File: src/sv/prs_pkg.sv
// ----------------------------------------------------------------------------
// PCM resampler package
// Shared widths, register indexes, sample width codes and types.
// ----------------------------------------------------------------------------
`default_nettype none

package prs_pkg;

  // Default size of the PCM byte store.
  localparam int STORE_BYTES_DEF = 65536;

  // Field widths.
  localparam int RATE_W     = 18;
  localparam int BITS_W     = 6;
  localparam int CHAN_W     = 4;
  localparam int OFFS_W     = 24;
  localparam int DBYTES_W   = 17;
  localparam int ADDR_W     = 16;
  localparam int BYTE_W     = 8;
  localparam int NTH_W      = 24;
  localparam int SAMP_W     = 32;
  localparam int CFG_IDX_W  = 3;
  localparam int CFG_DATA_W = 32;

  // Derived arithmetic widths.
  localparam int PROD_W  = RATE_W + NTH_W;          // source_rate * sample_index
  localparam int DIVD_W  = 51;                      // divider dividend width
  localparam int POS_W   = PROD_W + 1;              // source position
  localparam int BC_W    = BITS_W + CHAN_W;         // bits per frame
  localparam int OFF_W   = POS_W + BC_W - 3;        // byte offset
  localparam int DIFF_W  = SAMP_W + 1;              // d2 - d1
  localparam int NPROD_W = DIFF_W + RATE_W + 1;     // (d2 - d1) * remainder

  // Configuration register indexes.
  localparam logic [CFG_IDX_W-1:0] CFG_SOURCE_RATE   = 3'd0;
  localparam logic [CFG_IDX_W-1:0] CFG_TARGET_RATE   = 3'd1;
  localparam logic [CFG_IDX_W-1:0] CFG_SAMPLE_BITS   = 3'd2;
  localparam logic [CFG_IDX_W-1:0] CFG_CHANNEL_COUNT = 3'd3;
  localparam logic [CFG_IDX_W-1:0] CFG_START_OFFSET  = 3'd4;
  localparam logic [CFG_IDX_W-1:0] CFG_DATA_BYTES    = 3'd5;

  // Supported sample widths.
  localparam logic [BITS_W-1:0] SB_4  = 6'd4;
  localparam logic [BITS_W-1:0] SB_8  = 6'd8;
  localparam logic [BITS_W-1:0] SB_16 = 6'd16;
  localparam logic [BITS_W-1:0] SB_24 = 6'd24;
  localparam logic [BITS_W-1:0] SB_32 = 6'd32;

  // Item operations.
  localparam logic FUNC_WRITE = 1'b0;
  localparam logic FUNC_FETCH = 1'b1;

  // Queued item, as classified by the front end.
  typedef struct packed {
    logic              func;
    logic [ADDR_W-1:0] addr;
    logic [BYTE_W-1:0] val;
    logic [PROD_W-1:0] prod;
  } prs_item_t;

  // Configuration registers.
  typedef struct packed {
    logic [RATE_W-1:0]   source_rate;
    logic [RATE_W-1:0]   target_rate;
    logic [BITS_W-1:0]   sample_bits;
    logic [CHAN_W-1:0]   channel_count;
    logic [OFFS_W-1:0]   pos_base;
    logic [DBYTES_W-1:0] data_bytes;
  } prs_cfg_t;

  // Divider response.
  typedef struct packed {
    logic              done;
    logic [DIVD_W-1:0] quot;
    logic [RATE_W-1:0] rem;
  } prs_div_rsp_t;

endpackage

`default_nettype wire

File: src/sv/prs_if.sv
// ----------------------------------------------------------------------------
// PCM resampler channel interfaces
// Valid/ready channels for input items, results and configuration writes.
// ----------------------------------------------------------------------------
`default_nettype none

interface prs_in_if;
  logic                      valid;
  logic                      ready;
  logic                      func;
  logic [prs_pkg::ADDR_W-1:0] byte_address;
  logic [prs_pkg::BYTE_W-1:0] byte_value;
  logic [prs_pkg::NTH_W-1:0]  sample_index;

  modport source (output valid, func, byte_address, byte_value, sample_index,
                  input ready);
  modport sink (input valid, func, byte_address, byte_value, sample_index,
                output ready);
endinterface


`default_nettype wire

File: src/sv/prs_front.sv
// ----------------------------------------------------------------------------
// PCM resampler front end
// Accepts input words, scales the sample index by the source rate and holds
// the classified item in one register until the queue takes it.
// ----------------------------------------------------------------------------
`default_nettype none

module prs_front (
  input  wire logic                       clk,
  input  wire logic                       rst_n,
  prs_in_if.sink                          in_ch,
  input  wire logic [prs_pkg::RATE_W-1:0] source_rate,
  output prs_pkg::prs_item_t              item,
  output logic                            item_valid,
  input  wire logic                       item_ready
);
  import prs_pkg::*;

  logic      f_v_r;
  prs_item_t f_item_r;
  logic      take;

  // A word is taken when the stage is empty or empties this cycle.
  assign in_ch.ready = !f_v_r || item_ready;
  assign take        = in_ch.valid && in_ch.ready;

  always_ff @(posedge clk) begin
    if (!rst_n) begin
      f_v_r <= 1'b0;
    end else if (take) begin
      f_v_r <= 1'b1;
    end else if (item_ready) begin
      f_v_r <= 1'b0;
    end
  end

  // Payload: the product is only meaningful for fetches.
  always_ff @(posedge clk) begin
    if (take) begin
      f_item_r.func <= in_ch.func;
      f_item_r.addr <= in_ch.byte_address;
      f_item_r.val  <= in_ch.byte_value;
      f_item_r.prod <= PROD_W'(source_rate) * PROD_W'(in_ch.sample_index);
    end
  end

  assign item       = f_item_r;
  assign item_valid = f_v_r;

endmodule

`default_nettype wire

File: src/flat_wrapper.sv
// flat-port wrapper written by rule: the top's interface ports become plain ports
module prs_front_flat import prs_pkg::*;
  (clk, rst_n, source_rate, item, item_valid, item_ready, in_ch_valid, in_ch_func, in_ch_byte_address, in_ch_byte_value, in_ch_sample_index, in_ch_ready);
  prs_in_if in_ch_i ();
  input  wire logic clk;
  input  wire logic rst_n;
  input  wire logic [prs_pkg::RATE_W-1:0] source_rate;
  output prs_pkg::prs_item_t item;
  output logic item_valid;
  input  wire logic item_ready;
  input wire logic [$bits(in_ch_i.valid)-1:0] in_ch_valid;
  input wire logic [$bits(in_ch_i.func)-1:0] in_ch_func;
  input wire logic [$bits(in_ch_i.byte_address)-1:0] in_ch_byte_address;
  input wire logic [$bits(in_ch_i.byte_value)-1:0] in_ch_byte_value;
  input wire logic [$bits(in_ch_i.sample_index)-1:0] in_ch_sample_index;
  output wire logic [$bits(in_ch_i.ready)-1:0] in_ch_ready;
  assign in_ch_i.valid = in_ch_valid;
  assign in_ch_i.func = in_ch_func;
  assign in_ch_i.byte_address = in_ch_byte_address;
  assign in_ch_i.byte_value = in_ch_byte_value;
  assign in_ch_i.sample_index = in_ch_sample_index;
  assign in_ch_ready = in_ch_i.ready;
  prs_front u_core (.clk(clk), .rst_n(rst_n), .in_ch(in_ch_i), .source_rate(source_rate), .item(item), .item_valid(item_valid), .item_ready(item_ready));
endmodule
File: config.mk
export PLATFORM = sky130hd
export DESIGN_NAME = prs_front_flat
export DESIGN_NICKNAME = d
export VERILOG_FILES = /design/src/sv/prs_pkg.sv /design/src/sv/prs_if.sv /design/src/sv/prs_front.sv /design/src/flat_wrapper.sv
export SDC_FILE = /design/constraint.sdc
export NUM_CORES = 1
export LEC_CHECK = 0
export CAP_MARGIN = 20
export CORE_ASPECT_RATIO = 1.2
export CORE_MARGIN = 1
export CORE_UTILIZATION = 60
export CTS_BUF_LIST = sky130_fd_sc_hd__clkbuf_8 sky130_fd_sc_hd__clkbuf_16
export DETAILED_ROUTE_END_ITERATION = 8
export DONT_BUFFER_PORTS = 1
export PLACE_DENSITY = 0.83
export SYNTH_ARGS = -nofsm -noshare
export SYNTH_HDL_FRONTEND = slang
export SYNTH_SLANG_ARGS = --single-unit
export TNS_END_PERCENT = 30
File: constraint.sdc
create_clock -name clk -period 7.6 [get_ports clk]
set_input_delay 0.38 -clock clk [delete_from_list [all_inputs] [get_ports clk]]
set_output_delay 0.38 -clock clk [all_outputs]
set_load 0.02 [all_outputs]
Yosys cells after proc, flatten, opt, wreduce, memory -nomap -nowiden
Cells that the tools add are included.
- $mul: 1
- multiplexer cells: 2
- reduce and logical (&&, ||, !) cells: 4
- operators with widths (kind ; number):
    18-bit by 24-bit multiplier with 42-bit output ; 1
    1-bit 2-to-1 mux ; 2
    2-bit nonzero test ; 1
    1-bit logical AND ; 1
    1-bit zero test ; 1
    1-bit logical OR ; 1
- output and inout port bits: 69
- bits in registers: 68

Depth between registers and ports, before layout
- depth in word-level cells: 4
- mapped depth: 24
- depth with buffers taken out: 22

Worst setup path before layout
OpenSTA, ideal clock, no wires.
- path type: input to register
- from: in in_ch_sample_index[11]
- to: reg u_core.f_item_r, in the netlist u_core.item[41], data pin
- stages: 23
- arrival time: 5.855 ns
- slack: 1.486 ns
- setup time: 0.259 ns
- data required time: 7.341 ns
- cell sequence: clkbuf_1 -> clkbuf_1 -> nand2_1 -> fa_1 -> inv_1 -> fa_1 -> inv_1 -> fa_1 -> inv_1 -> fa_1 -> fa_1 -> inv_1 -> fa_1 -> inv_1 -> ha_1 -> a21oi_2 -> o21ai_2 -> or4_4 -> a21oi_2 -> o211ai_2 -> a31oi_4 -> o211ai_2 -> xnor2_1
- word-level cells in the longest chain between the ends: 1
- ends and longest elaborated chain (element ; line ; source):
    from (decl) ; flat_wrapper.sv:15 ; input wire logic [$bits(in_ch_i.sample_index)-1:0] in_ch_sample_index;
    18-bit by 24-bit multiplier with 42-bit output ; prs_front.sv:43 ; f_item_r.prod <= PROD_W'(source_rate) * PROD_W'(in_ch.sample_index);
    to (decl) ; prs_front.sv:20 ; prs_item_t f_item_r;
Every way passes these cells.
A chain may end at the register's enable or synchronous reset.

Worst setup path after layout
- from: in source_rate[3] (netlist name)
- to: reg u_core.f_item_r, in the netlist u_core.item[41], data pin
- word-level cells in the longest chain between the ends: 1
- ends and longest elaborated chain (element ; line ; source):
    from (decl) ; flat_wrapper.sv:7 ; input wire logic [prs_pkg::RATE_W-1:0] source_rate;
    18-bit by 24-bit multiplier with 42-bit output ; prs_front.sv:43 ;
Every way passes these cells.

==> summary.md <==
| Metric | Value |
|---|---|
| Final setup violation count | 0 |
| First-pass GRT wire length | 59860 microns |
| Initial Util | 60.95% |
| Placed cells | 1960 |
| Clock sink count | 68 |
| Minimum clock period | 5.772 ns |
| Pins over their slew limit | 0 |
| Drt wl/cell | 18.81 microns |
| Clock skew | 0.006550 ns |
| Global Route Usage Sum | 28.68% |
| Num CTS Buffers | 9 |
| Largest net degree at the start of global routing | 41 |
| Final Hold Vio Count | 0 |
| Worst-margin pin slew | 0.7197 ns |
| Initial antenna violation count | 0 |
| Crit. End Element | register |
| Hold WC Path Type | input port to register |
| Kind of critical path | input port to register |
| Max Cap Viol | 0 |
| Post-CTS Hold Buffers | 0 |
| RSZ-0062 raised after global routing | no |
| Post-cts resize count | 0 |
| DP HPWL | 30010 microns |
| Placeable Area | 0.02619 sq mm |
| Top FF cell, synth | edfxtp_1 |
| Setup TNS | 0 ns |
| Post-Syn Area | 0.01596 sq mm |
| Area growth, synth to finish | 2.462% |
| Crit path DAT | 5.85 ns |
| Syn avg cell area | 9.388 sq um |
| CTS tree | done |
| Worst Setup Start Kind | input port |
| Commonest non-fill, non-tap cells in the layout | inv_1, fa_1, nand2_1 |
| Final period utilization | 75.94% |
| Top Ports | 140 |
| Post-synth cell types | 49 |
| Share of cells above drive strength 1 | 1.950% |
| Status | complete, no violations |
| Remaining DRCs | 0 |
| Number of global-route vias before repair | 12350 |
| Chip Height | 180.7 microns |
| Nets | 2175 |
| Site Rows | 65 |
| Post-synth EDFFs | 67 |
| # port buffers | 0 |
| Fill count | 2128 |
| Via density | 5.675 |
| Fmax | 0.1733 GHz |
| Iter 0 DRT Violations | 569 |
| Via Count | 11210 |
| Post CTS Setup Buffer Count | 0 |
| # H-tree levels | 3 |
| Most common cell after layout, fill and taps aside | inv_1 |
| Drt total wl | 37170 microns |
| Root buf cell | clkbuf_16 |
| Yosys warns | 0 |
| Sequential element share of the synthesized area | 12.73% |
| Clock Latency Late Sink | 0.33 ns |
| Max_slew headroom | 51.61% |
| DIE AREA | 0.02726 sq mm |
| DRT antenna net count | 0 |
| Cells after synthesis | 1700 |
| DR pass1 iterations | 7 |
| Clock buffer depth | 2 |
| Clock slew seen by the registers of the worst setup and hold paths | 0.06 ns |
| Seq cells post-synth | 68 |
| Synth Net Count | 2239 |
| # diodes | 0 |
| Async SR Flop Fraction | 0% |
| Die span in x | 150.9 microns |
| Gpl congestion | 0.9129 |
| Final Non-Filler Cells | 1976 |
| Fin util | 62.45% |
| CP required | 7.68 ns |
| Crit path max fanout | 24 |
| Overflow after GRT | 0 |
## sequential cells by signal, summed over array words and instances, names as in the netlist
register / count
u_core.item_valid: 1
u_core.item: 67
## cells by family after synthesis
group / share of synthesized area (%)
AND/OR/NAND/NOR: 15.56
buffers and inverters: 11.71
adder cells (fa/ha/maj): 53.25
AO/OA/AOI/OAI: 4.719
flip-flops: 12.73
XOR/XNOR: 2.030
## area by class of cell
class | count | area [sq um] | share of cell area [%]
clock buffer | 9 | 225.2 | 1.377
clock inverter | 7 | 51.30 | 0.3137
inverter | 415 | 1558 | 9.526
multi-input combinational | 1141 | 12060 | 73.75
sequential | 68 | 2032 | 12.43
tap | 335 | 419.2 | 2.563
timing repair buffer | 1 | 7.507 | 0.04591
## stage by stage
stage                     worst slack [ns]  cell area (sq um)  hold slack, ns
after floorplan                      1.486              15960          0.4789
after global placement               1.620              16080          0.4789
after detailed placement             1.535              16080          0.4789
after CTS                            1.887              16350          0.1312
after global routing                 1.657              16350          0.1292
final                                1.828              16350          0.1450
## worst paths after layout
kind / from / end / slack (ns) / cells after the start
worst max register to register: u_core.item_valid / u_core.item[43] / 5.44 / 3
worst min-delay path: in_ch_byte_address[9] / u_core.item[59] / 0.14 / 0
worst max-delay path: source_rate[3] / u_core.item[41] / 1.83 / 21
worst min register to register: u_core.item_valid / u_core.item_valid / 0.78 / 2
## metal layers
| layer | GRT usage (%) | vias up | wire length, microns |
|---|---|---|---|
| met3 | 3.975 | 143 | 2247 |
| met1 | 32.82 | 5709 | 12770 |
| met2 | 50.83 | 500 | 19800 |
| met4 | 16.04 | 0 | 2345 |
| li1 | - | 4862 | - |
| met5 | 0 | - | 0 |
## synth_stat cells, types with 4 or more instances
cell | number | area, sq um
nor2_1 | 21 | 78.83
nor3_1 | 5 | 25.02
inv_1 | 415 | 1558
o21bai_1 | 5 | 37.54
a21o_1 | 22 | 165.2
edfxtp_1 | 67 | 2012
clkbuf_1 | 72 | 270.3
and3_1 | 4 | 25.02
fa_1 | 352 | 7047
ha_1 | 116 | 1451
a21oi_2 | 5 | 43.79
xnor2_1 | 23 | 201.4
nand3_1 | 7 | 35.03
a31oi_1 | 6 | 37.54
a21oi_1 | 32 | 160.2
o21ai_0 | 19 | 95.09
nand2_1 | 296 | 1111
xor2_1 | 14 | 122.6
and2_1 | 168 | 1051
nand4_1 | 10 | 62.56
## critical path: stages
cell and delay, ns:
nand2_1 0.07, fa_1 0.57, inv_1 0.07, fa_1 0.53, inv_1 0.05, fa_1 0.50, inv_1 0.06, fa_1 0.53
fa_1 0.51, inv_1 0.05, fa_1 0.48, inv_1 0.04, ha_1 0.36, a21oi_1 0.24, o21ai_0 0.16, or4_4 0.43
a21oi_2 0.18, o211ai_2 0.14, a31oi_4 0.22, o211ai_2 0.12, xnor2_1 0.13
Power is left out: the tool's default activity adds up to more than one toggle a clock period on the data nets, which glitch-free logic cannot reach.
