===== src/sv/prs_pkg.sv =====
// ----------------------------------------------------------------------------
// PCM resampler package
// Shared widths, register indexes, sample width codes and types.
// ----------------------------------------------------------------------------
`default_nettype none

package prs_pkg;

  // Default size of the PCM byte store.
  localparam int STORE_BYTES_DEF = 65536;

  // Field widths.
  localparam int RATE_W     = 18;
  localparam int BITS_W     = 6;
  localparam int CHAN_W     = 4;
  localparam int OFFS_W     = 24;
  localparam int DBYTES_W   = 17;
  localparam int ADDR_W     = 16;
  localparam int BYTE_W     = 8;
  localparam int NTH_W      = 24;
  localparam int SAMP_W     = 32;
  localparam int CFG_IDX_W  = 3;
  localparam int CFG_DATA_W = 32;

  // Derived arithmetic widths.
  localparam int PROD_W  = RATE_W + NTH_W;          // source_rate * sample_index
  localparam int DIVD_W  = 51;                      // divider dividend width
  localparam int POS_W   = PROD_W + 1;              // source position
  localparam int BC_W    = BITS_W + CHAN_W;         // bits per frame
  localparam int OFF_W   = POS_W + BC_W - 3;        // byte offset
  localparam int DIFF_W  = SAMP_W + 1;              // d2 - d1
  localparam int NPROD_W = DIFF_W + RATE_W + 1;     // (d2 - d1) * remainder

  // Configuration register indexes.
  localparam logic [CFG_IDX_W-1:0] CFG_SOURCE_RATE   = 3'd0;
  localparam logic [CFG_IDX_W-1:0] CFG_TARGET_RATE   = 3'd1;
  localparam logic [CFG_IDX_W-1:0] CFG_SAMPLE_BITS   = 3'd2;
  localparam logic [CFG_IDX_W-1:0] CFG_CHANNEL_COUNT = 3'd3;
  localparam logic [CFG_IDX_W-1:0] CFG_START_OFFSET  = 3'd4;
  localparam logic [CFG_IDX_W-1:0] CFG_DATA_BYTES    = 3'd5;

  // Supported sample widths.
  localparam logic [BITS_W-1:0] SB_4  = 6'd4;
  localparam logic [BITS_W-1:0] SB_8  = 6'd8;
  localparam logic [BITS_W-1:0] SB_16 = 6'd16;
  localparam logic [BITS_W-1:0] SB_24 = 6'd24;
  localparam logic [BITS_W-1:0] SB_32 = 6'd32;

  // Item operations.
  localparam logic FUNC_WRITE = 1'b0;
  localparam logic FUNC_FETCH = 1'b1;

  // Queued item, as classified by the front end.
  typedef struct packed {
    logic              func;
    logic [ADDR_W-1:0] addr;
    logic [BYTE_W-1:0] val;
    logic [PROD_W-1:0] prod;
  } prs_item_t;

  // Configuration registers.
  typedef struct packed {
    logic [RATE_W-1:0]   source_rate;
    logic [RATE_W-1:0]   target_rate;
    logic [BITS_W-1:0]   sample_bits;
    logic [CHAN_W-1:0]   channel_count;
    logic [OFFS_W-1:0]   pos_base;
    logic [DBYTES_W-1:0] data_bytes;
  } prs_cfg_t;

  // Divider response.
  typedef struct packed {
    logic              done;
    logic [DIVD_W-1:0] quot;
    logic [RATE_W-1:0] rem;
  } prs_div_rsp_t;

endpackage

`default_nettype wire


===== src/sv/prs_queue.sv =====
// ----------------------------------------------------------------------------
// PCM resampler item queue
// Two-entry queue between the front end and the back end.
// ----------------------------------------------------------------------------
`default_nettype none

module prs_queue (
  input  wire logic               clk,
  input  wire logic               rst_n,
  input  wire prs_pkg::prs_item_t push_item,
  input  wire logic               push_valid,
  output logic                    push_ready,
  output prs_pkg::prs_item_t      pop_item,
  output logic                    pop_valid,
  input  wire logic               pop_ready
);
  import prs_pkg::*;

  prs_item_t  slot_r [2];
  logic       wr_ptr_r;
  logic       rd_ptr_r;
  logic [1:0] cnt_r;
  logic       push;
  logic       pop;

  assign push_ready = (cnt_r != 2'd2);
  assign pop_valid  = (cnt_r != 2'd0);
  assign push       = push_valid && push_ready;
  assign pop        = pop_valid && pop_ready;
  assign pop_item   = slot_r[rd_ptr_r];

  // Pointers and fill level.
  always_ff @(posedge clk) begin
    if (!rst_n) begin
      wr_ptr_r <= 1'b0;
      rd_ptr_r <= 1'b0;
      cnt_r    <= 2'd0;
    end else begin
      if (push) begin
        wr_ptr_r <= !wr_ptr_r;
      end
      if (pop) begin
        rd_ptr_r <= !rd_ptr_r;
      end
      cnt_r <= cnt_r + {1'b0, push} - {1'b0, pop};
    end
  end

  always_ff @(posedge clk) begin
    if (push) begin
      slot_r[wr_ptr_r] <= push_item;
    end
  end

endmodule

`default_nettype wire


===== config.mk =====
export PLATFORM = sky130hd
export DESIGN_NAME = prs_queue
export DESIGN_NICKNAME = d
export VERILOG_FILES = /design/src/sv/prs_pkg.sv /design/src/sv/prs_queue.sv
export SDC_FILE = /design/constraint.sdc
export NUM_CORES = 1
export LEC_CHECK = 0
export ABC_AREA = 1
export ABC_CLOCK_PERIOD_IN_PS = 4600
export BUFFER_PORTS_ARGS = -buffer_cell sky130_fd_sc_hd__clkbuf_2
export CELL_PAD_IN_SITES_DETAIL_PLACEMENT = 1
export CELL_PAD_IN_SITES_GLOBAL_PLACEMENT = 1
export CORE_MARGIN = 8
export CORE_UTILIZATION = 44
export DETAILED_ROUTE_END_ITERATION = 16
export HOLD_SLACK_MARGIN = 0.02
export PLACE_DENSITY_LB_ADDON = 0.1
export SYNTH_ARGS = -nofsm -noshare
export SYNTH_HDL_FRONTEND = slang
export SYNTH_SLANG_ARGS = --single-unit

===== constraint.sdc =====
create_clock -name clk -period 4.6 [get_ports clk]
set_clock_uncertainty 0.15 [all_clocks]
set_input_delay 0 -clock clk [delete_from_list [all_inputs] [get_ports clk]]
set_output_delay 0 -clock clk [all_outputs]
set_load 0.01 [all_outputs]

# Word level (Yosys, flattened, before mapping)
# Memory sizes are Yosys's and may differ from the RTL's. A register that Yosys moved wholly into a read port is not among the register bits.
# Cells that the tools add are included.
word_totals:
  inputBits: 71
  regBits: 4
  word_cells: 16
  mem_count: 1
  ram_bits: 134
op_classes:
  addsub: 2
  n_eq_ne: 1
  mux: 4
  n_reduce_logical: 5
mem_list:
  columns: ["memory", "words", "width", "read_ports", "rd_clocked_by_memory_dff", "write_ports", "line_no", "text"]
  rows:
  - ["slot_r", 2, 67, 1, 1, 1, "prs_queue.sv:19", "prs_item_t slot_r [2];"]
ops:
  columns: ["cell", "count"]
  rows:
  - ["two-way mux 1 bit", 4]
  - ["adder 2 x 1 -> 2 bit", 1]
  - ["logical AND 1 bit", 2]
  - ["zero test 1 bit", 2]
  - ["!= test 2 bit, second input constant", 1]
  - ["nonzero test 2 bit", 1]
  - ["subtractor 2 x 1 -> 2 bit", 1]

# Depth between registers and ports, before layout
depth:
  word_depth: 4
  depth_mapped: 11
  mapped_depth_nobuf: 11

# Worst setup path before layout
# Ideal clock, no wire load.
synth_timing:
  kind: "flip-flop to flip-flop"
  startpoint: "register cnt_r[0]"
  endpoint: "memory slot_r[1][0] (netlist bit), enable pin"
  path_slack_ns: 0.477
  path_buffers: 0
  setup_ns: 0.494
  stages_incl_launch_ff: 5
  synth_period_minus_slack_ns: 4.123
  t_arrival_ns: 3.479
  path_cell_list: "dfxtp_1 inv_1 nand2_1 nand2_1 nor2_1"
synth_via:
  elab_chain_cells: 4
synth_rtl:
  columns: ["element", "line_no", "text"]
  rows:
  - ["start: declaration", "prs_queue.sv:22", "logic [1:0] cnt_r;"]
  - ["start signal: assignment", "prs_queue.sv:45", "cnt_r <= cnt_r + {1'b0, push} - {1'b0, pop};"]
  - ["!= test 2 bit", "prs_queue.sv:26", "assign push_ready = (cnt_r != 2'd2);"]
  - ["via push_ready", "prs_queue.sv:12", "output logic push_ready,"]
  - ["logical AND 1 bit", "prs_queue.sv:28", "assign push = push_valid && push_ready;"]
  - ["two-way mux 1 bit", "prs_queue.sv:50", "if (push) begin"]
  - ["two-way mux 1 bit (implied by the code)", "prs_queue.sv:51", "slot_r[wr_ptr_r] <= push_item;"]
  - ["end: declaration", "prs_queue.sv:19", null]
# The timed path passes the listed nets, and every way through them passes these cells.

# Final worst setup path
layout_timing:
  startpoint: "register cnt_r[0]"
  endpoint: "memory slot_r[0][31] (netlist bit), enable pin"
layout_via:
  elab_chain_cells: 4
layout_rtl:
  columns: ["element", "line_no"]
  rows:
  - ["!= test 2 bit", "prs_queue.sv:26"]
  - ["logical AND 1 bit", "prs_queue.sv:28"]
  - ["two-way mux 1 bit", "prs_queue.sv:50"]
  - ["two-way mux 1 bit (implied by the code)", "prs_queue.sv:51"]
# Every way passes these cells.

==> impl_metrics.py <==
metrics = {
    "outcome": {
        "status": "complete, no violations",
    },
    "drt": {
        "vias": 2933,
        "drtIter0Drc": 140,
        "drt.antenna.violating_nets": 0,
        "post-route-drc-count": 0,
        "number_of_vias_per_cell_after_detailed_routing": 4.71,
        "drt_wirelength_um": 11500,
        "wl_per_cell_um": 18.5,
        "drt-pass1-iter-count": 4,
    },
    "synthesis": {
        "synth_area_leaders": "sky130_fd_sc_hd__edfxtp_1, sky130_fd_sc_hd__mux2_4, sky130_fd_sc_hd__mux2_2, sky130_fd_sc_hd__dfxtp_1, sky130_fd_sc_hd__nand2_1",
        "netlist-cell-type-count": 14,
        "ys_async_sr_fraction_pct": 0,
        "postSynthNetCount": 316,
        "syn-instance-count": 244,
        "synth-seq-area-share_pct": 79.6,
        "syn_area_mm2": 0.00518,
        "yosysTopAreaCellShare_pct": 77.7,
        "yosys_most_used_dff": "sky130_fd_sc_hd__edfxtp_1",
        "synth.top_cells.by_count": "sky130_fd_sc_hd__edfxtp_1, sky130_fd_sc_hd__mux2_2, sky130_fd_sc_hd__mux2_4",
        "cell_with_the_most_instances_after_synthesis": "sky130_fd_sc_hd__edfxtp_1",
        "synth.ff_latch_count": 139,
        "synth.yosys.warnings": 0,
        "yosysTopAreaCell": "sky130_fd_sc_hd__edfxtp_1",
        "number_of_synthesized_flops_with_an_enable_pin": 134,
        "postSynthAreaPerCell_um2": 21.2,
    },
    "floorplanning": {
        "floorplan.initialDensity_pct": 45.2,
        "die-area_mm2": 0.0155,
        "placement_rows": 39,
        "die-height_um": 125,
        "die_x_um": 125,
        "io-pin-count": 140,
        "design.core.area_mm2": 0.0115,
    },
    "global_routing": {
        "initial_antenna_violation_count": 0,
        "groute.layer.met1.usage_pct": 16.1,
        "first_global_vias": 3335,
        "groute.layer.met3.usage_pct": 5.11,
        "grt_max_degree": 68,
        "busiest_layer": "met2",
        "globalRouteMet2Util_pct": 25.5,
        "grt_util_all_layers_pct": 14.9,
        "global_route_wire_length_before_repair_um": 17900,
        "grt-ovfl-total": 0,
    },
    "clock_tree": {
        "cts_made_buffers": 17,
        "worst_skew_pair.late_latency_ns": 0.41,
        "post_cts.resized_instances": 0,
        "cts.clk_slew.worst_paths_ns": 0.06,
        "clk_path_buf_depth": 2,
        "cts-root-buf": "sky130_fd_sc_hd__clkbuf_16",
        "ctsHtreeMaxLevel": 4,
        "cts_tree": "done",
        "clock_sink_count": 139,
    },
    "sta": {
        "rsz_0062_raised_after_global_routing": "no",
        "final_worst_path_cycle_share_pct": 51.4,
        "timing_hold_violations_final": 0,
        "clock_period_minus_final_worst_setup_slack_ns": 2.37,
        "finalSetupViolations": 0,
        "timing_max_transition_violations_final": 0,
        "fin_worst_hold_slack_ns": 0.172,
        "worst-slew-pin-transition_ns": 1.08,
        "maxClockFrequency_mhz": 423,
        "timing.max_slew.rel_slack_pct": 27.9,
        "setup-tns-final_ns": 0,
    },
    "finish": {
        "syn2layout_area_growth_pct": 41.7,
        "final_layout_size_suffix_gt1_share_pct": 49.8,
        "instances_no_fill": 623,
        "num-fill-cells": 1041,
        "nets": 539,
        "antenna-diode-count": 0,
    },
    "worst_hold_path": {
        "timing.hold.worst.class": "in2reg",
        "worstHoldEndpoint": "slot_r[0][18]",
        "min_from": "push_item[18]",
        "worst_hold_path.num_cells": 2,
    },
    "pwr": {
        "ir_drop_worst_vdd_mv": 0.300,
        "switching_power_mw": 1.03,
        "static-leakage-power_nw": 2.89,
        "share_clk_of_total_power_pct": 33.7,
        "combPwrFrac_pct": 22.1,
        "cellPowerDensity_mw_per_mm2": 536,
        "p_sw_share_pct": 26.2,
        "seq_power_share_pct": 44.2,
        "p_int_mw": 2.91,
    },
    "critical_path": {
        "critical_path_buf_inv_count": 2,
        "crit_type": "reg2reg",
        "cpPeakStageDelay_ns": 0.84,
        "critPathCaptureType": "flop",
        "critPathArrivalTime_ns": 2.31,
        "timing.rr.end": "slot_r[0][31]",
        "critPathRequiredTime_ns": 4.54,
        "crit_chain": "inv_1 > nand2_1 > nand2_1 > nor2_4 > buf_12",
        "regToRegStartpoint": "cnt_r[0]",
        "worst_path_fanout_max": 35,
        "critPathSlowestCell": "sky130_fd_sc_hd__nor2_4",
        "r2r_setup_slack_ns": 2.23,
        "r2r_cells": 5,
        "critical-path-top-cell-by-count": "sky130_fd_sc_hd__nand2_1",
        "critical_path.startpoint_type": "flop",
        "family_of_cells_with_the_greatest_summed_delay_on_the_critical_path": "simple AND/OR/NAND/NOR gates",
    },
    "placed_design": {
        "placed_cells": 521,
        "place_hpwl_um": 7020,
        "count_of_port_buffers_added_during_placement": 139,
        "gp_congestion": 0.688,
    },
    "run": {
        "max_cap_viol_count": 0,
    },
}
## sequential cells by signal (all words and copies together) (netlist names), named ones only
signal,flops
rd_ptr_r,1
slot_r,134
wr_ptr_r,1
cnt_r,2
## worst reg2reg max path, stage by stage (launching register included)
cell and delay, ns:
sky130_fd_sc_hd__dfxtp_1 0.36, sky130_fd_sc_hd__inv_1 0.06, sky130_fd_sc_hd__nand2_1 0.09, sky130_fd_sc_hd__nand2_1 0.21, sky130_fd_sc_hd__nor2_4 0.84, sky130_fd_sc_hd__buf_12 0.33
## cells in the final DEF (no fill, tap or decap), drive strengths merged
cell	synthesis	layout
inv	7	7
mux2	67	67
a21oi	1	1
xnor2	1	1
ha	1	1
clkbuf	0	158
bufinv	0	3
nand2	11	11
clkinvlp	0	4
dfxtp	5	5
edfxtp	134	134
nor2	9	9
clkinv	0	6
dlygate4sd3	0	70
nand3	1	1
buf	7	2
## layout make-up
type / count / area (µm²) / share of cell area, %
Sequential cell: 139 / 4130 / 56.2
Timing Repair Buffer: 211 / 1440 / 19.6
Multi-Input combinational cell: 91 / 988 / 13.5
Clock buffer: 19 / 433 / 5.90
Tap cell: 143 / 179 / 2.44
Clock inverter: 13 / 151 / 2.06
Inverter: 7 / 26.3 / 0.358
## power by group through the flow
stage | clock [mW] | combinational [mW] | sequential (mW)
final | 1.33 | 0.870 | 1.74
after global routing | 1.40 | 0.945 | 1.77
after CTS | 1.35 | 0.888 | 1.75
after detailed placement | 0 | 0.836 | 1.77
after global placement | 0 | 0.829 | 1.76
after floorplan | 0 | 0.583 | 1.68
## how the worst max path moves through the flow
| stage | startpoint | endpoint | slack (ns) | cells past startpoint |
|---|---|---|---|---|
| final | cnt_r[0] | slot_r[0][31] | 2.23 | 5 |
| after global placement | cnt_r[0] | slot_r[1][30] | 2.30 | 5 |
| after global routing | cnt_r[0] | slot_r[0][28] | 2.05 | 5 |
| after CTS | cnt_r[0] | slot_r[0][31] | 2.23 | 5 |
| after floorplan | cnt_r[0] | slot_r[1][0] | 0.48 | 4 |
| after detailed placement | cnt_r[0] | slot_r[0][30] | 2.24 | 5 |
## cells by family after synthesis
| family | synth area share (%) |
|---|---|
| multiplexers | 16.7 |
| flip-flops | 79.6 |
| AND/OR/NAND/NOR | 1.55 |
| adder cells (fa/ha/maj) | 0.242 |
| buffers and inverters | 1.59 |
| AO/OA/AOI/OAI | 0.0965 |
| XOR/XNOR | 0.169 |
## per-stage QoR
step                instance area [µm²]  util, %  power (mW)  setup WS (ns)
CTS                                7340     64.0        3.99           2.23
detailed placement                 6060     52.8        2.60           2.24
floorplan                          5180        -        2.27          0.477
global route                       7340     64.0        4.11           2.05
global placement                   6060     52.8        2.58           2.30
finish                             7340     64.0        3.94           2.23
## routing by layer
metal	routed length, µm	vias to the layer above	share of wire (%)
li1	-	1384	-
met1	4600	1424	40
met2	5950	101	52
met3	654	24	5.7
met4	294	0	2.6
met5	0	-	0
## timing repair
action / CTS / global route
buffers inserted: 0 / 0
hold buffers: 70 / 0
hold endpoints to repair: 139 / 0
Power figures use the tool's default switching activity.
